==> config.mk <==
export PLATFORM = sky130hd
export DESIGN_NAME = knn_best_list
export DESIGN_NICKNAME = d
export VERILOG_FILES = /design/src/rtl/knn_pkg.sv /design/src/rtl/knn_best_list.sv
export SDC_FILE = /design/constraint.sdc
export NUM_CORES = 2
export LEC_CHECK = 0
export BUFFER_PORTS_ARGS = -buffer_cell sky130_fd_sc_hd__buf_2
export CELL_PAD_IN_SITES_DETAIL_PLACEMENT = 1
export CELL_PAD_IN_SITES_GLOBAL_PLACEMENT = 1
export CORE_MARGIN = 4
export CORE_UTILIZATION = 53
export CTS_BUF_LIST = sky130_fd_sc_hd__clkbuf_2
export DETAILED_ROUTE_END_ITERATION = 8
export GPL_TIMING_DRIVEN = 1
export PLACE_DENSITY = 0.83
export SYNTH_ARGS = -nofsm -noshare
export SYNTH_HDL_FRONTEND = slang
export SYNTH_SLANG_ARGS = --single-unit
==> constraint.sdc <==
create_clock -name clk -period 12.8 [get_ports clk]
set_input_delay 2.56 -clock clk [delete_from_list [all_inputs] [get_ports clk]]
set_output_delay 2.56 -clock clk [all_outputs]
set_load 0.02 [all_outputs]
==> src/rtl/knn_pkg.sv <==
// Package for the k-nearest-neighbor query block: sizes, register indexes and beat types.
// No dependencies.
`timescale 1ns / 1ps
package knn_pkg;
  localparam int MaxPoints = 1024;
  localparam int MaxDims   = 16;
  localparam int MaxK      = 16;
  localparam int PtW   = $clog2(MaxPoints);
  localparam int DimW  = $clog2(MaxDims);
  localparam int KW    = $clog2(MaxK);
  localparam int AddrW = PtW + DimW;
  localparam int DistW = 36;
  localparam int CfgW  = 11;
  localparam int CfgIdxW = 2;

  localparam logic [CfgIdxW-1:0] RegNumPoints = 2'd0;
  localparam logic [CfgIdxW-1:0] RegNumDims   = 2'd1;
  localparam logic [CfgIdxW-1:0] RegNeighbor  = 2'd2;

  localparam logic KindLoad  = 1'b0;
  localparam logic KindQuery = 1'b1;

  typedef struct packed {
    logic              kind;
    logic [9:0]        point_index;
    logic [3:0]        dim_index;
    logic signed [15:0] coord_value;
  } in_beat_t;

  typedef struct packed {
    logic [9:0]       query_point;
    logic [9:0]       neighbor_index;
    logic [DistW-1:0] sq_distance;
    logic             last;
    logic             bad_query;
  } out_beat_t;
endpackage

==> src/rtl/knn_best_list.sv <==
// Sorted list of the k best (distance, index) pairs with one insert per offer.
// Depends on knn_pkg.
`timescale 1ns / 1ps
module knn_best_list (
  input  logic                       clk,
  input  logic                       rst,
  input  logic                       clear,
  input  logic                       offer,
  input  logic [knn_pkg::DistW-1:0]  cand_dist,
  input  logic [knn_pkg::PtW-1:0]    idx,
  input  logic [knn_pkg::KW:0]       k,
  input  logic [knn_pkg::KW-1:0]     rd_pos,
  output logic [knn_pkg::DistW-1:0]  rd_dist,
  output logic [knn_pkg::PtW-1:0]    rd_idx,
  output logic [knn_pkg::KW:0]       fill
);
  logic [knn_pkg::DistW-1:0] bd [knn_pkg::MaxK];
  logic [knn_pkg::PtW-1:0]   bi [knn_pkg::MaxK];
  logic [knn_pkg::MaxK-1:0]  closer;

  // Entry m is beaten by the candidate when it is valid and strictly farther.
  always_comb begin
    for (int m = 0; m < knn_pkg::MaxK; m++) begin
      closer[m] = (m < fill) && (cand_dist < bd[m]);
    end
  end

  assign rd_dist = bd[rd_pos];
  assign rd_idx  = bi[rd_pos];

  // Each slot keeps, shifts from below, or takes the candidate. The first free
  // slot is written too while the list is not full.
  always_ff @(posedge clk) begin
    if (offer) begin
      for (int m = 0; m < knn_pkg::MaxK; m++) begin
        if (m < k) begin
          if (closer[m] || m == fill) begin
            if (m == 0 || !closer[(m == 0) ? 0 : m-1]) begin
              bd[m] <= cand_dist;
              bi[m] <= idx;
            end else begin
              bd[m] <= bd[(m == 0) ? 0 : m-1];
              bi[m] <= bi[(m == 0) ? 0 : m-1];
            end
          end
        end
      end
    end
  end

  always_ff @(posedge clk) begin
    if (rst || clear) begin
      fill <= '0;
    end else if (offer && fill < k) begin
      fill <= fill + 1'b1;
    end
  end
endmodule

# Word level (Yosys, flattened, before mapping)
# Memories as Yosys holds them, arrays and structs flattened.
# Index checks and enable logic that the tools add are counted.
[totals]
ff_bits = 5
mem_bits_rw = 736
inputBits = 59
output_inout_bits = 51
n_memories = 2
[mem_list]
columns = ["name", "words", "width", "rd", "rd_clocked_by_memory_dff", "write_ports", "line", "text"]
rows = [
  ["bd", 16, 36, 17, 0, 16, "knn_best_list.sv:17", "logic [knn_pkg::DistW-1:0] bd [knn_pkg::MaxK];"],
  ["bi", 16, 10, 16, 0, 16, "knn_best_list.sv:18", "logic [knn_pkg::PtW-1:0] bi [knn_pkg::MaxK];"],
]
[classes]
n_addsub = 1
magnitude_cmp = 49
n_eq_ne = 15
n_mux = 184
n_bitwise = 30
n_reduce_logical = 35
[ops]
columns = ["operator", "count"]
rows = [
  ["$lt A36 B36 Y1", 16],
  ["$mux W36", 15],
  ["$mux W1", 154],
  ["$mux W10", 15],
  ["$lt A4 B5 Y1 const A", 16],
  ["$eq A4 B5 Y1 const A", 8],
  ["$lt A3 B5 Y1 const A", 8],
  ["$or A1 B1 Y1", 30],
  ["$eq A3 B5 Y1 const A", 4],
  ["$lt A1 B5 Y1 const A", 4],
  ["$lt A2 B5 Y1 const A", 4],
  ["$logic_and A1 B1 Y1", 17],
  ["$logic_or A1 B1 Y1", 17],
  ["$eq A2 B5 Y1 const A", 2],
  ["$add A5 B1 Y5 const B", 1],
  ["$eq A1 B5 Y1 const A", 1],
  ["$logic_not A5 Y1", 1],
  ["$lt A5 B5 Y1", 1],
]

# Depth between registers and ports, before layout
[logic_depth]
ltp_word = 8
mapped_depth = 12

# Worst setup path before layout
# Ideal clock, no wire load.
[synth_path]
path_kind = "input -> register"
startpoint = "input cand_dist[15] (netlist name)"
endpoint = "memory bd[4][10] (netlist name), data pin"
t_arrival_ps = 7418
t_required_ps = 12540
path_slack_ps = 5122
path_stages = 10
path_buffers = 1
path_cell_list = "ha_1 > and3_1 > a221oi_1 > o32ai_1 > o41ai_1 > nand3_1 > a21oi_1 > nand2_1 > buf_2 > mux2_2"
[synth_rtl]
columns = ["element", "line", "text"]
rows = [
  ["from (decl)", "knn_best_list.sv:9", "input logic [knn_pkg::DistW-1:0] cand_dist,"],
  ["to (decl)", "knn_best_list.sv:17", ""],
]

# Worst setup path in the final report
[layout_path]
startpoint = "input rd_pos[1] (netlist name)"
endpoint = "output rd_dist[24] (netlist name)"
[layout_between]
elab_chain_len = 1
[layout_rtl]
columns = ["element", "line", "text"]
rows = [
  ["from (decl)", "knn_best_list.sv:12", "input logic [knn_pkg::KW-1:0] rd_pos,"],
  ["$mem_v2 Z16 W36", "n/a", ""],
  ["to (decl)", "knn_best_list.sv:13", "output logic [knn_pkg::DistW-1:0] rd_dist,"],
]
# No other way between the ends.

==> flow_metrics.env <==
export IMPL_hold_viol=0
export IMPL_clk_latency_ns=1.67
export IMPL_dpl_cell_area_mm2=0.0531
export IMPL_status="finished, final reports clean"
export IMPL_cts_max_level=4
export IMPL_fillerInstances=9731
export IMPL_netlist_instances=3906
export IMPL_cts_tree="built"
export IMPL_drive_gt1_share_pct=33.0
export IMPL_drt_pass1_iter_count=5
export IMPL_gr_total_overflow=0
export IMPL_required_ns=10.24
export IMPL_first_global_vias=39500
export IMPL_cts_buffer_depth=3
export IMPL_slew_violations=0
export IMPL_synthesis_area_mm2=0.0511
export IMPL_final_util_pct=57.6
export IMPL_ctsResizeCount=0
export IMPL_syn_area_per_cell_um2=13.1
export IMPL_die_y_um=319
export IMPL_cp_end_kind="output pin"
export IMPL_grt_pass1_wl_um=266000
export IMPL_path_max_fanout=66
export IMPL_wl_um=182000
export IMPL_cts_root_buf="clkbuf_2"
export IMPL_placementRows=113
export IMPL_cap_violations=0
export IMPL_setup_tns_ns=0
export IMPL_post_cts_setup_buffers=0
export IMPL_cpMostUsedCell="mux4_2"
export IMPL_skew_ns=0.156
export IMPL_start_util_pct=53.7
export IMPL_grt_usage_pct=35.4
export IMPL_crit_type="in2out"
export IMPL_start_kind="input pin"
export IMPL_setup_viol=0
export IMPL_slew_headroom_pct=9.32
export IMPL_drt_initial_drc_count=4744
export IMPL_worstPathArrival_ns=5.22
export IMPL_vias=37300
export IMPL_ios=110
export IMPL_gp_congestion=0.938
export IMPL_hp_class="reg2reg"
export IMPL_clk_pin_slew_ns=0.10
export IMPL_synth_edf_count=736
export IMPL_fin_nets=4734
export IMPL_portBuffers=109
export IMPL_synthToLayoutAreaGrowth_pct=7.43
export IMPL_route_detailed_drc=0
export IMPL_hpwl_um=123000
export IMPL_syn_nets=4532
export IMPL_rsz0062_at_grt="false"
export IMPL_power_leakage_nw=22.9
export IMPL_fin_area_mm2=0.0549
export IMPL_cts_buffers=201
export IMPL_max_freq_ghz=0.129
export IMPL_min_period_ns=7.78
export IMPL_synthDistinctLibCells=73
export IMPL_slowest_stage="buf_4"
export IMPL_die_x_um=319
export IMPL_core_area_mm2=0.0953
export IMPL_cts_sinks=741
export IMPL_synth_flop_cell="edfxtp_1"
export IMPL_ir_drop_v=0.0000825
export IMPL_cpPeakStageDelay_ns=0.79
export IMPL_die_area_mm2=0.102
export IMPL_path_buf_inv=3
export IMPL_wl_per_cell_um=32.9
export IMPL_power_density_mw_per_mm2=94.2
export IMPL_p_total_mw=5.17
export IMPL_ys_async_sr_fraction_pct=0
export IMPL_routed_via_density=6.73
export IMPL_crit_chain="clkbuf_8 > buf_4 > mux4_2 > mux4_2 > buf_2"
export IMPL_period_share_pct=60.8
export IMPL_ys_warn_count=0
export IMPL_synth_seq_area_share_pct=43.4
export IMPL_crit_family="buffers and inverters"
export IMPL_grt_max_degree=97
export IMPL_ant_nets=0
export IMPL_tightest_slew_ns=1.36
export IMPL_antenna_found_initial=13
export IMPL_hold_buffers=0
export IMPL_ys_ff_latch=741
## registers in the layout, indices dropped and copies added (netlist names)
signal,flops
bd,576
bi,160
fill,5
## where the power goes
group / switching (mW) / internal, mW / leakage [nW]
logic: 0.368 / 0.283 / 14.8
registers: 0.0158 / 2.68 / 6.69
clock network: 1.15 / 0.670 / 1.41
## per-stage QoR
stage | hold WS, ns | cells | setup slack, ns
detailed placement | 0.564 | 5170 | 4.97
CTS | 0.507 | 5532 | 4.98
floorplan | 0.524 | 3906 | 5.12
global route | 0.535 | 5534 | 4.83
global placement | 0.552 | 5170 | 5.04
finish | 0.499 | 5540 | 5.02
## placed cells by master (no fill, tap or decap), types with 38 or more instances in the layout
cell	count
a21o_1	128
a21oi_1	176
buf_2	106
buf_4	64
clkbuf_2	303
clkinv_1	38
edfxtp_1	736
ha_1	567
inv_1	579
mux2_1	53
mux2_2	597
mux2_4	40
mux4_2	230
nand2_1	86
nand4_1	96
nor2_1	56
o21ai_0	62
## synth_stat cells (all sizes together), types with 3 or more instances
cell type,count,area share (%)
clkbuf,85,0.62
a21o,128,1.9
inv,579,4.3
nor2b,22,0.27
a31oi,6,0.073
nor3,27,0.33
nand2b,20,0.24
or4,4,0.059
dfxtp,5,0.20
o41ai,5,0.10
and4,10,0.17
nand2,88,0.65
o21a,13,0.19
buf,89,1.2
a221o,4,0.078
ha,567,14
or2,3,0.037
nand4,96,1.2
nand3,33,0.32
a21oi,186,1.8
o22ai,4,0.049
o2111ai,4,0.069
o21ai,67,0.66
edfxtp,736,43
nor2,60,0.44
o211a,3,0.059
mux4,230,10
o211ai,15,0.22
or3,4,0.049
o221ai,3,0.064
and2,7,0.086
a221oi,10,0.17
and3,6,0.073
a41oi,4,0.069
nor4,13,0.16
mux2,690,15
a211oi,31,0.58
a2111oi,13,0.25
o31ai,9,0.13
a211o,3,0.051
## final cells by class
type / instances / area, um^2 / area share, %
Inverter: 579 / 2170 / 3.96
Clock buffer: 303 / 1520 / 2.76
Clock inverter: 59 / 329 / 0.599
Tap cell: 1265 / 1580 / 2.88
Multi-Input combinational cell: 2412 / 26100 / 47.4
Timing Repair Buffer: 173 / 1060 / 1.93
Antenna cell: 8 / 20.0 / 0.0364
Sequential cell: 741 / 22200 / 40.4
## cell families after synthesis
family | Yosys count | share of synthesized area, %
AND/OR/NAND/NOR | 397 | 4.14
buffers and inverters | 753 | 6.05
XOR/XNOR | 4 | 0.0685
adder cells (fa/ha/maj) | 567 | 13.9
flip-flops | 741 | 43.4
multiplexers | 920 | 25.6
AO/OA/AOI/OAI | 524 | 6.83
## path summary, 6_finish.rpt
| check | start | end | slack, ns | cells after the start |
|---|---|---|---|---|
| max reg2reg | bd[4][19] | bi[5][5] | 7.60 | 10 |
| min | bi[11][1] | bi[12][1] | 0.50 | 1 |
| max | rd_pos[1] | rd_dist[24] | 5.02 | 5 |
| min reg2reg | bi[11][1] | bi[12][1] | 0.50 | 1 |
## metal layers
layer  global-route usage, %  part of all wire, %  wire length, um  vias to the layer above
met5                       0                0.030               55                        -
met1                    46.1                   38            68400                    18900
met3                    8.69                   11            20200                      578
li1                        -                    -                -                    15400
met4                    19.4                  5.9            10700                        8
met2                    54.8                   45            82800                     2372
(Power assumes the default switching activity.)
